`src/rtl/lrupr_pkg.sv`:
```
// Package for the LRU page-frame tracker.
// Holds the item types, field widths and configuration constants.
// Depends on nothing; used by every module of the block.
package lrupr_pkg;

  localparam int PAGE_BITS   = 16;
  localparam int FRAMES_DEF  = 8;
  localparam int CFG_W       = 4;
  localparam int FIDX_W      = 3;
  localparam int COUNT_W     = 16;

  localparam logic [CFG_W-1:0]   CFG_RESET = CFG_W'(8);
  localparam logic [COUNT_W-1:0] COUNT_MAX = '1;

  typedef struct packed {
    logic [PAGE_BITS-1:0] page;
    logic                 last_ref;
  } in_t;

  typedef struct packed {
    logic                 hit;
    logic [FIDX_W-1:0]    frame_index;
    logic                 evicted_valid;
    logic [PAGE_BITS-1:0] evicted_page;
    logic [COUNT_W-1:0]   fault_count;
  } out_t;

endpackage

```
`src/rtl/lru_page_replacement.sv`:
```
// Top level of the LRU page-frame tracker: configuration register,
// input register and output register around the frame store.
// Depends on lrupr_pkg and lrupr_store.
//
// Usage: each input item carries one page reference and a last-reference
// flag on a valid/ready channel. Each accepted item yields exactly one
// result item on the output valid/ready channel: hit flag, frame used,
// evicted page if any and the saturating fault count of the current string.
// An item marked last clears all frames and the count after its result.
// The frame count register is written by cfg_we_i and cfg_data_i. The user
// must write it only while the block is idle; the block does not enforce
// this. Zero acts as one and values above FRAMES act as FRAMES.
// Throughput: one item per cycle while results are taken, as the tag compare
// and age-rank update in the frame store are combinational.
// Reset empties all frames, clears the count and sets the frame count to 8.
// While the receiver stalls, the input register still takes one more item;
// after that in_ready_o stays low until the result is taken.
module lru_page_replacement #(
  parameter int FRAMES = lrupr_pkg::FRAMES_DEF
) (
  input  logic                       clk_i,
  input  logic                       rst_ni,
  input  logic                       in_valid_i,
  output logic                       in_ready_o,
  input  lrupr_pkg::in_t             in_data_i,
  output logic                       out_valid_o,
  input  logic                       out_ready_i,
  output lrupr_pkg::out_t            out_data_o,
  input  logic                       cfg_we_i,
  input  logic [lrupr_pkg::CFG_W-1:0] cfg_data_i
);
  import lrupr_pkg::*;

  logic [CFG_W-1:0]  cfg_q;
  logic              in_valid_q;
  in_t               in_data_q;
  logic              out_valid_q;
  out_t              out_data_q;
  logic              adv;
  logic [FRAMES-1:0] active;
  int                n_use;
  out_t              res;

  assign adv        = in_valid_q && (!out_valid_q || out_ready_i);
  assign in_ready_o = !in_valid_q || adv;
  assign out_valid_o = out_valid_q;
  assign out_data_o  = out_data_q;

  always_comb begin
    if (cfg_q == '0) begin
      n_use = 1;
    end else if (int'(cfg_q) > FRAMES) begin
      n_use = FRAMES;
    end else begin
      n_use = int'(cfg_q);
    end
    for (int i = 0; i < FRAMES; i++) begin
      active[i] = (i < n_use);
    end
  end

  lrupr_store #(
    .FRAMES (FRAMES)
  ) u_store (
    .clk_i    (clk_i),
    .rst_ni   (rst_ni),
    .step_i   (adv),
    .item_i   (in_data_q),
    .active_i (active),
    .res_o    (res)
  );

  always_ff @(posedge clk_i or negedge rst_ni) begin
    if (!rst_ni) begin
      cfg_q       <= CFG_RESET;
      in_valid_q  <= 1'b0;
      out_valid_q <= 1'b0;
    end else begin
      if (cfg_we_i) begin
        cfg_q <= cfg_data_i;
      end
      if (in_ready_o) begin
        in_valid_q <= in_valid_i;
      end
      if (adv) begin
        out_valid_q <= 1'b1;
      end else if (out_ready_i) begin
        out_valid_q <= 1'b0;
      end
    end
  end

  always_ff @(posedge clk_i) begin
    if (in_valid_i && in_ready_o) begin
      in_data_q <= in_data_i;
    end
    if (adv) begin
      out_data_q <= res;
    end
  end

`ifndef SYNTHESIS
  a_in_hold: assert property (@(posedge clk_i) disable iff (!rst_ni)
    in_valid_q && !adv |=> in_valid_q && $stable(in_data_q))
    else $error("pending item lost from the input register");
  a_out_hold: assert property (@(posedge clk_i) disable iff (!rst_ni)
    out_valid_q && !out_ready_i |=> out_valid_q && $stable(out_data_q))
    else $error("stalled result changed or dropped");
  a_adv_fills: assert property (@(posedge clk_i) disable iff (!rst_ni)
    adv |=> out_valid_q)
    else $error("processed item produced no result");
`endif

endmodule

```
`src/rtl/lrupr_store.sv`:
```
// Frame store of the LRU page-frame tracker: pages, valid bits, age ranks
// and the fault counter, with the combinational lookup and registered update.
// Depends on lrupr_pkg.
module lrupr_store #(
  parameter int FRAMES = lrupr_pkg::FRAMES_DEF
) (
  input  logic               clk_i,
  input  logic               rst_ni,
  input  logic               step_i,
  input  lrupr_pkg::in_t     item_i,
  input  logic [FRAMES-1:0]  active_i,
  output lrupr_pkg::out_t    res_o
);
  import lrupr_pkg::*;

  localparam int IdxW = (FRAMES > 1) ? $clog2(FRAMES) : 1;

  logic [PAGE_BITS-1:0] page_q [FRAMES];
  logic [FRAMES-1:0]    valid_q;
  logic [IdxW-1:0]      rank_q  [FRAMES];
  logic [COUNT_W-1:0]   fault_q;

  logic [FRAMES-1:0]    match;
  logic [FRAMES-1:0]    empty;
  logic [FRAMES-1:0]    is_max;
  logic [IdxW-1:0]      hit_idx;
  logic [IdxW-1:0]      empty_idx;
  logic [IdxW-1:0]      victim_idx;
  logic                 hit;
  logic                 any_empty;
  logic [IdxW-1:0]      f;
  logic [IdxW-1:0]      rank_f;
  logic                 age_all;
  logic [COUNT_W-1:0]   fault_d;
  logic [31:0]          f_wide;
  logic [IdxW-1:0]      rank_d  [FRAMES];

  always_comb begin
    for (int i = 0; i < FRAMES; i++) begin
      match[i] = active_i[i] && valid_q[i] && (page_q[i] == item_i.page);
      empty[i] = active_i[i] && !valid_q[i];
      is_max[i] = active_i[i];
      for (int j = 0; j < FRAMES; j++) begin
        if (active_i[j] && (rank_q[j] > rank_q[i])) begin
          is_max[i] = 1'b0;
        end
      end
    end
    hit_idx    = '0;
    empty_idx  = '0;
    victim_idx = '0;
    for (int i = FRAMES - 1; i >= 0; i--) begin
      if (match[i]) begin
        hit_idx = IdxW'(i);
      end
      if (empty[i]) begin
        empty_idx = IdxW'(i);
      end
      if (is_max[i]) begin
        victim_idx = IdxW'(i);
      end
    end
    hit       = |match;
    any_empty = |empty;
    age_all   = !hit && any_empty;
    if (hit) begin
      f = hit_idx;
    end else if (any_empty) begin
      f = empty_idx;
    end else begin
      f = victim_idx;
    end
    rank_f = rank_q[f];
    for (int i = 0; i < FRAMES; i++) begin
      rank_d[i] = rank_q[i];
      if (IdxW'(i) == f) begin
        rank_d[i] = '0;
      end else if (valid_q[i] && (age_all || (rank_q[i] < rank_f))) begin
        rank_d[i] = rank_q[i] + 1'b1;
      end
    end
    if (!hit && (fault_q != COUNT_MAX)) begin
      fault_d = fault_q + 1'b1;
    end else begin
      fault_d = fault_q;
    end
    f_wide = 32'(f);
    res_o.hit           = hit;
    res_o.frame_index   = f_wide[FIDX_W-1:0];
    res_o.evicted_valid = !hit && !any_empty;
    res_o.evicted_page  = (!hit && !any_empty) ? page_q[f] : '0;
    res_o.fault_count   = fault_d;
  end

  always_ff @(posedge clk_i or negedge rst_ni) begin
    if (!rst_ni) begin
      valid_q <= '0;
      fault_q <= '0;
      for (int i = 0; i < FRAMES; i++) begin
        rank_q[i] <= '0;
      end
    end else if (step_i) begin
      if (item_i.last_ref) begin
        valid_q <= '0;
        fault_q <= '0;
        for (int i = 0; i < FRAMES; i++) begin
          rank_q[i] <= '0;
        end
      end else begin
        if (!hit) begin
          valid_q[f] <= 1'b1;
        end
        fault_q <= fault_d;
        for (int i = 0; i < FRAMES; i++) begin
          rank_q[i] <= rank_d[i];
        end
      end
    end
  end

  always_ff @(posedge clk_i) begin
    if (step_i && !hit) begin
      page_q[f] <= item_i.page;
    end
  end

`ifndef SYNTHESIS
  a_valid_hold: assert property (@(posedge clk_i) disable iff (!rst_ni)
    !step_i |=> $stable(valid_q))
    else $error("frame valid bits changed without an item");
  a_last_clears: assert property (@(posedge clk_i) disable iff (!rst_ni)
    step_i && item_i.last_ref |=> (valid_q == '0) && (fault_q == '0))
    else $error("store not cleared after the last item");
  a_used_newest: assert property (@(posedge clk_i) disable iff (!rst_ni)
    step_i && !item_i.last_ref |=> valid_q[$past(f)] && (rank_q[$past(f)] == '0))
    else $error("used frame is not valid and most recent");
  a_hit_no_evict: assert property (@(posedge clk_i) disable iff (!rst_ni)
    step_i && hit |-> !res_o.evicted_valid && (res_o.fault_count == fault_q))
    else $error("hit item reports an eviction or a new fault");
`endif

endmodule
```
`config.mk`:
```
export PLATFORM = sky130hd
export DESIGN_NAME = lru_page_replacement
export DESIGN_NICKNAME = d
export VERILOG_FILES = /design/src/rtl/lrupr_pkg.sv /design/src/rtl/lru_page_replacement.sv /design/src/rtl/lrupr_store.sv
export SDC_FILE = /design/constraint.sdc
export NUM_CORES = 1
export LEC_CHECK = 0
export BUFFER_PORTS_ARGS = -buffer_cell sky130_fd_sc_hd__buf_2
export CORE_MARGIN = 3
export CORE_UTILIZATION = 34
export CTS_CLUSTER_SIZE = 8
export DETAILED_ROUTE_END_ITERATION = 8
export HOLD_SLACK_MARGIN = 0.1
export PLACE_DENSITY = 0.47
export SETUP_SLACK_MARGIN = 0.3
export SYNTH_ARGS = -nofsm -noshare
export SYNTH_HDL_FRONTEND = slang
export SYNTH_SLANG_ARGS = --single-unit
export TNS_END_PERCENT = 50
```
`constraint.sdc`:
```
create_clock -name clk_i -period 5.8 [get_ports clk_i]
set_input_delay 0.87 -clock clk_i [delete_from_list [all_inputs] [get_ports clk_i]]
set_output_delay 0.87 -clock clk_i [all_outputs]
set_load 0.01 [all_outputs]
```
* Word-level counts from Yosys, hierarchy flattened *
Memories as Yosys holds them, arrays and structs flattened. A register that Yosys moved wholly into a read port is not among the register bits.
Index checks and enable logic that the tools add are counted.

word-level totals
  word-level logic and storage cells = 402
  input bits = 26
  memory bits (writable) = 128
  output and inout bits = 39
  memories kept = 1
  flip-flop bits (word level) = 92

cells by class
  bitwise logic cells = 2
  equal/unequal tests = 17
  $add $sub $neg = 9
  order comparisons = 84
  reduce and logical (&&, ||, !) cells = 148
  mux-type cells = 122

memory list
  name            depth  width  rd ports  clocked after Yosys merged registers in  wr ports  line               source
  u_store.page_q  8      16     9         1                                        1         lrupr_store.sv:18  logic [PAGE_BITS-1:0] page_q [FRAMES];

operator list
  kind                   number
  $gt 3x3->1             64
  $mux 3                 44
  $eq 16x16->1           8
  $lt 4x32->1 const A    4
  $logic_and 1x1->1      103
  $mux 1                 69
  $lt 3x32->1 const A    2
  $lt 1x32->1 const A    1
  $lt 2x32->1 const A    1
  $mux 16                2
  $mux 32                1
  $add 3x1->3 const B    8
  $lt 3x3->1             8
  $mux 24                1
  $reduce_bool 3->1      8
  $reduce_and 2->1       9
  $add 16x1->16 const B  1
  $mux 8                 2
  $ne 16x16->1 const B   1
  $reduce_or 8->1        2
  $logic_not 1->1        13
  $eq 3x3->1 const A     4
  $logic_or 1x1->1       10
  $bmux 3 s3             1
  other kinds (14)       15

* Logic depth before layout (Yosys ltp) *
Gate-level depths: netlist (run 1).

  word-level depth = 33
  gate-level depth with buffers = 24

* Cells and area by module *
Synthesis (run 1) repeated with hierarchy kept, for this count alone.

unflattened totals
  cell total of the unflattened synthesis = 1377
  area total of the unflattened synthesis = 15048.2 um2

by module, submodules not included
  module                area an instance (um2)  times used  sequential area each (um2)  cells an instance
  lrupr_store           13132.6                 1           5044.8                      1298
  lru_page_replacement  1915.6                  1           1773.0                      79

* Worst setup path after synthesis (run 1) *
Ideal clock, no wire load.

  path kind = reg-to-reg
  start = register u_store.rank_q[20] (netlist bit)
  end = memory u_store.page_q[4][0], enable pin
  buffers on the path = 3
  slack = 798 ps
  data arrival time = 4568 ps
  cell stages (with the launch flop) = 15
  data required time = 5366 ps
  period minus slack after synthesis = 5002 ps
  cell sequence = dfrtp_1 > inv_1 > ha_1 > nand2_1 > o21ai_0 > a21oi_1 > or4_1 > a21oi_1 > o311ai_1 > a22oi_2 > o21ai_2 > buf_2 > buf_2 > clkbuf_1 > nor4_1

RTL lines
  element                           line                source
  start: declaration                lrupr_store.sv:20   logic [IdxW-1:0] rank_q [FRAMES];
  start signal: indexed assignment  lrupr_store.sv:115  rank_q[i] <= rank_d[i];
  end: declaration                  lrupr_store.sv:18

* Worst setup path in the final report (run 1) *
  start = register u_store.rank_q[20] (netlist bit)
  end = register u_store.rank_q[0] (netlist bit)

on the way
  word-level cells in the longest chain between the ends = 28
  elaborated cells on any way between the ends = 109
  those cells by class = order compare (16); eq/ne (1); mux (72); bitwise (1); reduce/logical (19)

RTL lines
  element                                     line               source
  $gt 3x3->1                                  lrupr_store.sv:44  if (active_i[j] && (rank_q[j] > rank_q[i])) begin
  $logic_and 1x1->1                           lrupr_store.sv:44
  $mux 1 (7 in series)                        lrupr_store.sv:44
  $mux 3 (8 in series)                        lrupr_store.sv:59  if (is_max[i]) begin
  $mux 3                                      lrupr_store.sv:68  end else if (any_empty) begin
  $mux 3                                      lrupr_store.sv:66  if (hit) begin
  $not 3->4 (not written as such)             lrupr_store.sv:73  rank_f = rank_q[f];
  $bmux 3 s3                                  lrupr_store.sv:73
  $mux 3 (not written as such) (2 in series)  lrupr_store.sv:73
  $lt 3x3->1                                  lrupr_store.sv:78  end else if (valid_q[i] && (age_all || (rank_q[i] < rank_f))) begin
  $logic_or 1x1->1                            lrupr_store.sv:78
  $logic_and 1x1->1                           lrupr_store.sv:78
  $reduce_bool 3->1 (no source line)          -
  $reduce_and 2->1 (no source line)           -

Several ways; a longest one is shown, not always the timed one. The select of a mux whose other input is x is not followed.
A chain may end at the register's enable or synchronous reset.

==> impl_metrics.env, run 1 <==
export IMPL_avgRoutedWirePerCell_um=23.6
export IMPL_yosysTopAreaCellShare_pct=37.8
export IMPL_yosys_area_share_simple_pct=12.7
export IMPL_start_kind="register"
export IMPL_setup_viol=0
export IMPL_routed_wirelength_mm=45.6
export IMPL_dp_hpwl_mm=32.5
export IMPL_seq_area_mm2=0.00682
export IMPL_antennaDiodeCount=0
export IMPL_ant_nets=0
export IMPL_design_area_mm2=0.0165
export IMPL_grt_max_degree=72
export IMPL_grt_overflow_total=0
export IMPL_ys_seq_area_share_pct=47.2
export IMPL_cp_startpoint="u_store.rank_q[20]"
export IMPL_yosys_warnings=0
export IMPL_first_iter_violations=798
export IMPL_synthAdderAreaFrac_pct=8.82
export IMPL_io_buffer_count=64
export IMPL_synth_cell_types=86
export IMPL_antenna_found_initial=0
export IMPL_cts_htree_levels=2
export IMPL_slew_viol_final=0
export IMPL_seq_power_share_pct=32.6
export IMPL_max_slew_margin_pct=31.2
export IMPL_fin_tns_setup_ns=0
export IMPL_p_int_mw=4.33
export IMPL_ios=65
export IMPL_syn_avg_cell_area_um2=11.2
export IMPL_clock_sinks=236
export IMPL_num_vias=10800
export IMPL_clk_pin_slew_ns=0.05
export IMPL_synthMuxAreaShare_pct=6.25
export IMPL_cts_tree="built"
export IMPL_synth_compound_gate_area_share_pct=13.3
export IMPL_route_detailed_drc=0
export IMPL_first_pass_iters=5
export IMPL_multi_input_area_mm2=0.00723
export IMPL_p_sw_mw=2.66
export IMPL_async_flop_share_pct=22.9
export IMPL_worst_setup_path_end_kind="register"
export IMPL_hp_start="in_valid_q"
export IMPL_rsz0062_at_grt="yes"
export IMPL_maxCapViolCount=0
export IMPL_synthesis_area_mm2=0.0145
export IMPL_gp_congestion=0.912
export IMPL_synth_xor_area_share_pct=8.66
export IMPL_ys_ff_latch=236
export IMPL_crit_type="reg2reg"
export IMPL_p_clk_share_pct=27.7
export IMPL_finalWorstSetupSlack_ns=0.556
export IMPL_rows=74
export IMPL_layout_common_cells="182 x edfxtp_1, 101 x ha_1, 97 x nand2_1, 89 x xnor2_1, 77 x o21ai_0"
export IMPL_core_mm2=0.0414
export IMPL_grt_pass1_vias=10700
export IMPL_final_fill_count=4018
export IMPL_period_share_pct=90.4
export IMPL_cts_buffers=36
export IMPL_nets=1511
export IMPL_via_per_inst=5.56
export IMPL_swShare_pct=38.1
export IMPL_clock_fmax_mhz=191
export IMPL_finClkSkew_ns=0.0234
export IMPL_die_area_mm2=0.0450
export IMPL_hold_class="reg2reg"
export IMPL_die_h_um=212
export IMPL_ctsHoldBuffers=0
export IMPL_track_usage_pct=20.2
export IMPL_cts_max_path_buffers=3
export IMPL_area_growth_pct=14.3
export IMPL_comb_power_share_pct=39.7
export IMPL_final_common_cell="edfxtp_1"
export IMPL_hold_viol=0
export IMPL_synth_top_flop_cell="edfxtp_1"
export IMPL_outcome="finished clean"
export IMPL_synthCells=1296
export IMPL_layout_drive_gt1_share_pct=15.8
export IMPL_synth_area_top_cells="edfxtp_1 38%, dfrtp_1 9.2%, ha_1 8.7%, xnor2_1 5.4%, xor2_1 3.3%"
export IMPL_peakVddDrop_mv=0.261
export IMPL_placed_area_mm2=0.0154
export IMPL_arrival_ns=5.65
export IMPL_die_x_um=212
export IMPL_synth_edff_count=182
export IMPL_initial_core_util_pct=34.9
export IMPL_final_core_util_pct=39.9
export IMPL_r2r_start="u_store.rank_q[20]"
export IMPL_power_mw=6.99
export IMPL_tightest_slew_ns=1.03
export IMPL_synth_top_family_by_area="compound AO/OA/AOI/OAI gates"
export IMPL_p_per_area_mw_per_mm2=423
export IMPL_path_max_fanout=18
export IMPL_p_leak_nw=6.20
export IMPL_place_worst_setup_slack_ns=0.387
export IMPL_timing_critical_path_required_ns=6.21
export IMPL_synth_largest_area_cell="edfxtp_1"
export IMPL_grt_pass1_wl_mm=68.1
export IMPL_synth_nets=1423
export IMPL_clk_latency_ns=0.54
export IMPL_period_minus_slack_ns=5.24
export IMPL_root_buffer="clkbuf_16"
-- Yosys cell counts (5+ instances only) --
cell type and instances:
nor2b_1 6, mux2i_1 45, ha_1 101, o21ai_1 8, nand3_1 27, o2bb2ai_1 5
edfxtp_1 182, buf_6 7, nand2b_1 13, xnor2_1 89, a22o_1 10, buf_4 6
a31oi_1 18, dfrtp_1 53, nor4_1 20, or3_1 8, a21oi_1 65, nand4_1 37
clkbuf_1 23, mux2_2 39, o31ai_1 8, xor2_1 54, o21ai_0 77, nand2_1 97
o22ai_1 21, a211oi_1 5, buf_2 15, o21a_1 12, nor3_1 34, nand3b_1 18
nor2_1 38, and3_1 13, inv_1 37, o221ai_1 5, and2_1 5, o211ai_1 7
-- cells by family (layout without fill, tap and decap cells) --
logic type / count (synthesis) / count (layout)
AO/OA/AOI/OAI: 294 / 294
multiplexers: 85 / 85
adder cells (fa/ha/maj): 102 / 102
flip-flops: 236 / 236
AND/OR/NAND/NOR: 343 / 343
buffers and inverters: 93 / 199
XOR/XNOR: 143 / 143
-- registers in the layout (all words and copies together), names as in the netlist --
| name | cells |
|---|---|
| in_valid_q | 1 |
| out_data_o | 37 |
| cfg_q | 4 |
| u_store.page_q | 128 |
| u_store.rank_q | 24 |
| in_data_q | 17 |
| u_store.fault_q | 16 |
| out_valid_o | 1 |
| u_store.valid_q | 8 |
-- repair_timing --
action | in CTS | in global routing
gates resized for setup | 0 | 3
buffers inserted | 0 | 4
setup endpoints to repair | 0 | 28
-- worst max-delay path, stage by stage (launching register included) --
cell and delay (ns):
dfrtp_1 0.43, inv_1 0.29, ha_1 0.32, nor2b_1 0.13, a221oi_1 0.38, o31ai_1 0.17
nor4bb_1 0.55, a21oi_1 0.11, nor4b_2 0.21, nor2_4 0.45, inv_1 0.19, o211a_1 0.25
a221oi_2 0.26, nor2_1 0.10, buf_4 0.17, or3_1 0.30, a41oi_1 0.34, o21ai_1 0.14
mux2_2 0.31
-- metal layers --
layer | up-vias | part of all wire [%] | track usage (%)
li1 | 5106 | - | -
met1 | 5315 | 44 | 26.3
met2 | 263 | 48 | 34.4
met3 | 72 | 4.2 | 2.67
met4 | 0 | 3.5 | 7.64
met5 | - | 0 | 0
-- power groups by stage --
stage	clock network (mW)	logic (mW)	registers, mW
6_report	1.94	2.78	2.28
3_3_place_gp	0	2.70	2.31
5_1_grt	2.06	3.06	2.31
4_1_cts	1.99	2.74	2.28
2_1_floorplan	0	1.95	2.21
3_5_place_dp	0	2.73	2.31
-- area by class of cell --
| cell class | count | share of cell area [%] |
|---|---|---|
| Multi-Input combinational cell | 967 | 43.8 |
| Timing Repair Buffer | 104 | 3.78 |
| Clock buffer | 53 | 6.03 |
| Tap cell | 532 | 4.03 |
| Inverter | 39 | 0.901 |
| Sequential cell | 236 | 41.3 |
| Clock inverter | 3 | 0.197 |
-- through the flow --
step                instances  hold slack, ns
global placement         1874           0.468
CTS                      1930           0.478
detailed placement       1874           0.484
global route             1934           0.492
finish                   1934           0.485
floorplan                1296           0.457
-- worst paths after layout --
check | to | slack [ns] | cells past startpoint
hold reg to reg | out_valid_o | 0.49 | 1
max in group asynchronous | u_store.rank_q[2] | 4.74 | 2
setup / recovery | u_store.rank_q[0] | 0.56 | 18
hold / removal | out_valid_o | 0.49 | 1
min in group asynchronous | u_store.rank_q[6] | 0.50 | 2
setup reg to reg | u_store.rank_q[0] | 0.56 | 18
Power figures use the tool's default switching activity.
==> run 2: changes to the inputs <==
- clock period: 5.8 -> 4.95 ns (I/O delays scaled with it)
==> impl_metrics.env, run 2 (synthesis gave the netlist of run 1 again) <==
export IMPL_comb_power_share_pct=46.9
export IMPL_clock_sinks=236
export IMPL_crit_type="reg2reg"
export IMPL_p_per_area_mw_per_mm2=503
export IMPL_avgRoutedWirePerCell_um=23.4
export IMPL_hold_class="in2async"
export IMPL_tightest_slew_ns=1.02
export IMPL_r2r_slack_ns=0.34
export IMPL_setup_viol=0
export IMPL_cts_tree="built"
export IMPL_core_mm2=0.0414
export IMPL_grt_use_met3_pct=3.13
export IMPL_final_fill_count=3903
export IMPL_path_max_fanout=6
export IMPL_grt_pass1_wl_mm=71.7
export IMPL_p_int_mw=5.65
export IMPL_seq_power_share_pct=28.0
export IMPL_clk_latency_ns=0.55
export IMPL_stdcell_count=2086
export IMPL_period_minus_slack_ns=4.61
export IMPL_reg2reg_to="u_store.rank_q[20]"
export IMPL_swShare_pct=38.4
export IMPL_rsz0062_at_grt="yes"
export IMPL_worst_path_max_delay_cell="nor4_4"
export IMPL_start_kind="register"
export IMPL_power_mw=9.18
export IMPL_grt_max_degree=55
export IMPL_clk_pin_slew_ns=0.05
export IMPL_outcome="finished clean"
export IMPL_max_slew_margin_pct=32.1
export IMPL_slew_viol_final=0
export IMPL_first_iter_violations=767
export IMPL_track_usage_pct=21.4
export IMPL_initial_core_util_pct=34.9
export IMPL_grt_util_met1_pct=27.4
export IMPL_crit_chain="inv_1, buf_6, ha_1, nor2b_2, o21ai_2, a221o_1, nor4_4, o21bai_4, nor4b_4, buf_4, nor2_4, inv_2, o211a_1, a221oi_4, buf_4, o21ai_1, maj3_2, o31a_1, or3_1, a21oi_2"
export IMPL_p_leak_nw=7.04
export IMPL_place_worst_setup_slack_ns=-0.193
export IMPL_worst_setup_path_end_kind="register"
export IMPL_antennaDiodeCount=0
export IMPL_top_usage_layer="met2"
export IMPL_p_sw_mw=3.53
export IMPL_p_clk_share_pct=25.0
export IMPL_rows=74
export IMPL_registers_top_by_ff_count="u_store.page_q"
export IMPL_path_delay_family="compound AO/OA/AOI/OAI gates"
export IMPL_io_buffer_count=64
export IMPL_cts_max_path_buffers=3
export IMPL_whs_ns=0.346
export IMPL_first_pass_iters=5
export IMPL_area_growth_pct=26.3
export IMPL_die_h_um=212
export IMPL_grt_pass1_vias=11400
export IMPL_nets=1662
export IMPL_max_stage_delay_ns=0.37
export IMPL_maxCapViolCount=0
export IMPL_multi_input_area_mm2=0.00771
export IMPL_timing_critical_path_required_ns=5.42
export IMPL_ant_nets=0
export IMPL_grt_overflow_total=0
export IMPL_placedCellCount=1961
export IMPL_finClkSkew_ns=0.0308
export IMPL_finalWorstSetupSlack_ns=0.342
export IMPL_r2r_cells=20
export IMPL_cpMostUsedCell="buf_4"
export IMPL_die_area_mm2=0.0450
export IMPL_route_detailed_drc=0
export IMPL_seq_area_mm2=0.00683
export IMPL_ctsHoldBuffers=0
export IMPL_path_buf_inv=5
export IMPL_final_common_cell="edfxtp_1"
export IMPL_antenna_found_initial=0
export IMPL_via_per_inst=5.46
export IMPL_peakVddDrop_mv=0.247
export IMPL_routed_wirelength_mm=48.7
export IMPL_gp_congestion=0.920
export IMPL_largest_register_ffs=128
export IMPL_dp_hpwl_mm=34.7
export IMPL_cts_htree_levels=2
export IMPL_met2_usage_pct=36.7
export IMPL_root_buffer="clkbuf_16"
export IMPL_hold_viol=0
export IMPL_layout_drive_gt1_share_pct=28.6
export IMPL_arrival_ns=5.08
export IMPL_period_share_pct=93.1
export IMPL_cts_buffers=36
export IMPL_r2r_start="u_store.rank_q[19]"
export IMPL_clock_fmax_mhz=217
export IMPL_num_vias=11400
export IMPL_ios=65
export IMPL_layout_common_cells="182 x edfxtp_1, 178 x buf_4, 95 x nand2_1, 91 x ha_1, 87 x xnor2_1"
export IMPL_die_x_um=212
## run 2: cell type report
type / count / share of cell area [%]
flip-flops and latches: 236 / 37.4
repair buffers: 255 / 10.2
clock inverters: 4 / 0.185
well taps: 532 / 3.65
multi-input cells: 967 / 42.2
clock buffers: 53 / 5.52
inverters: 39 / 0.877
## run 2: worst max path at each step
| stage | startpoint | endpoint | slack (ns) | cells past startpoint |
|---|---|---|---|---|
| CTS | u_store.rank_q[20] | u_store.rank_q[14] | 0.32 | 22 |
| finish | u_store.rank_q[19] | u_store.rank_q[20] | 0.34 | 20 |
| global placement | u_store.rank_q[19] | u_store.rank_q[6] | -0.1 | 20 |
| floorplan | u_store.rank_q[20] | u_store.page_q[6][0] | 0.12 | 13 |
| global route | u_store.rank_q[8] | u_store.rank_q[20] | 0.18 | 22 |
| detailed placement | u_store.rank_q[19] | u_store.rank_q[9] | -0.19 | 21 |
## run 2: power groups by stage
stage / sequential, mW / clock, mW / combinational [mW]
global route: 2.59 / 2.45 / 4.67
detailed placement: 2.61 / 0 / 3.60
floorplan: 2.59 / 0 / 2.29
CTS: 2.58 / 2.36 / 3.79
global placement: 2.61 / 0 / 3.56
finish: 2.58 / 2.30 / 4.31
## run 2: timing repair
| item | 4_1_cts | 5_1_grt |
|---|---|---|
| buffers inserted | 13 | 55 |
| endpoints found under the setup margin | 31 | 37 |
| pin swaps | 4 | 40 |
| gates resized for setup | 22 | 91 |
## run 2: per-layer routing
metal	vias up	routed length [um]
met4	0	1780
met2	254	23900
li1	5412	-
met3	90	1810
met1	5630	21300
met5	-	0
## run 2: stage by stage
| stage | instance area (um^2) | TNS (ns) | util (%) |
|---|---|---|---|
| 2_1_floorplan | 14500 | 0 | - |
| 3_3_place_gp | 16100 | -0.733 | 39.0 |
| 3_5_place_dp | 16100 | -2.10 | 39.0 |
| 4_1_cts | 17400 | 0 | 42.0 |
| 5_1_grt | 18300 | 0 | 44.1 |
| 6_report | 18300 | 0 | 44.1 |
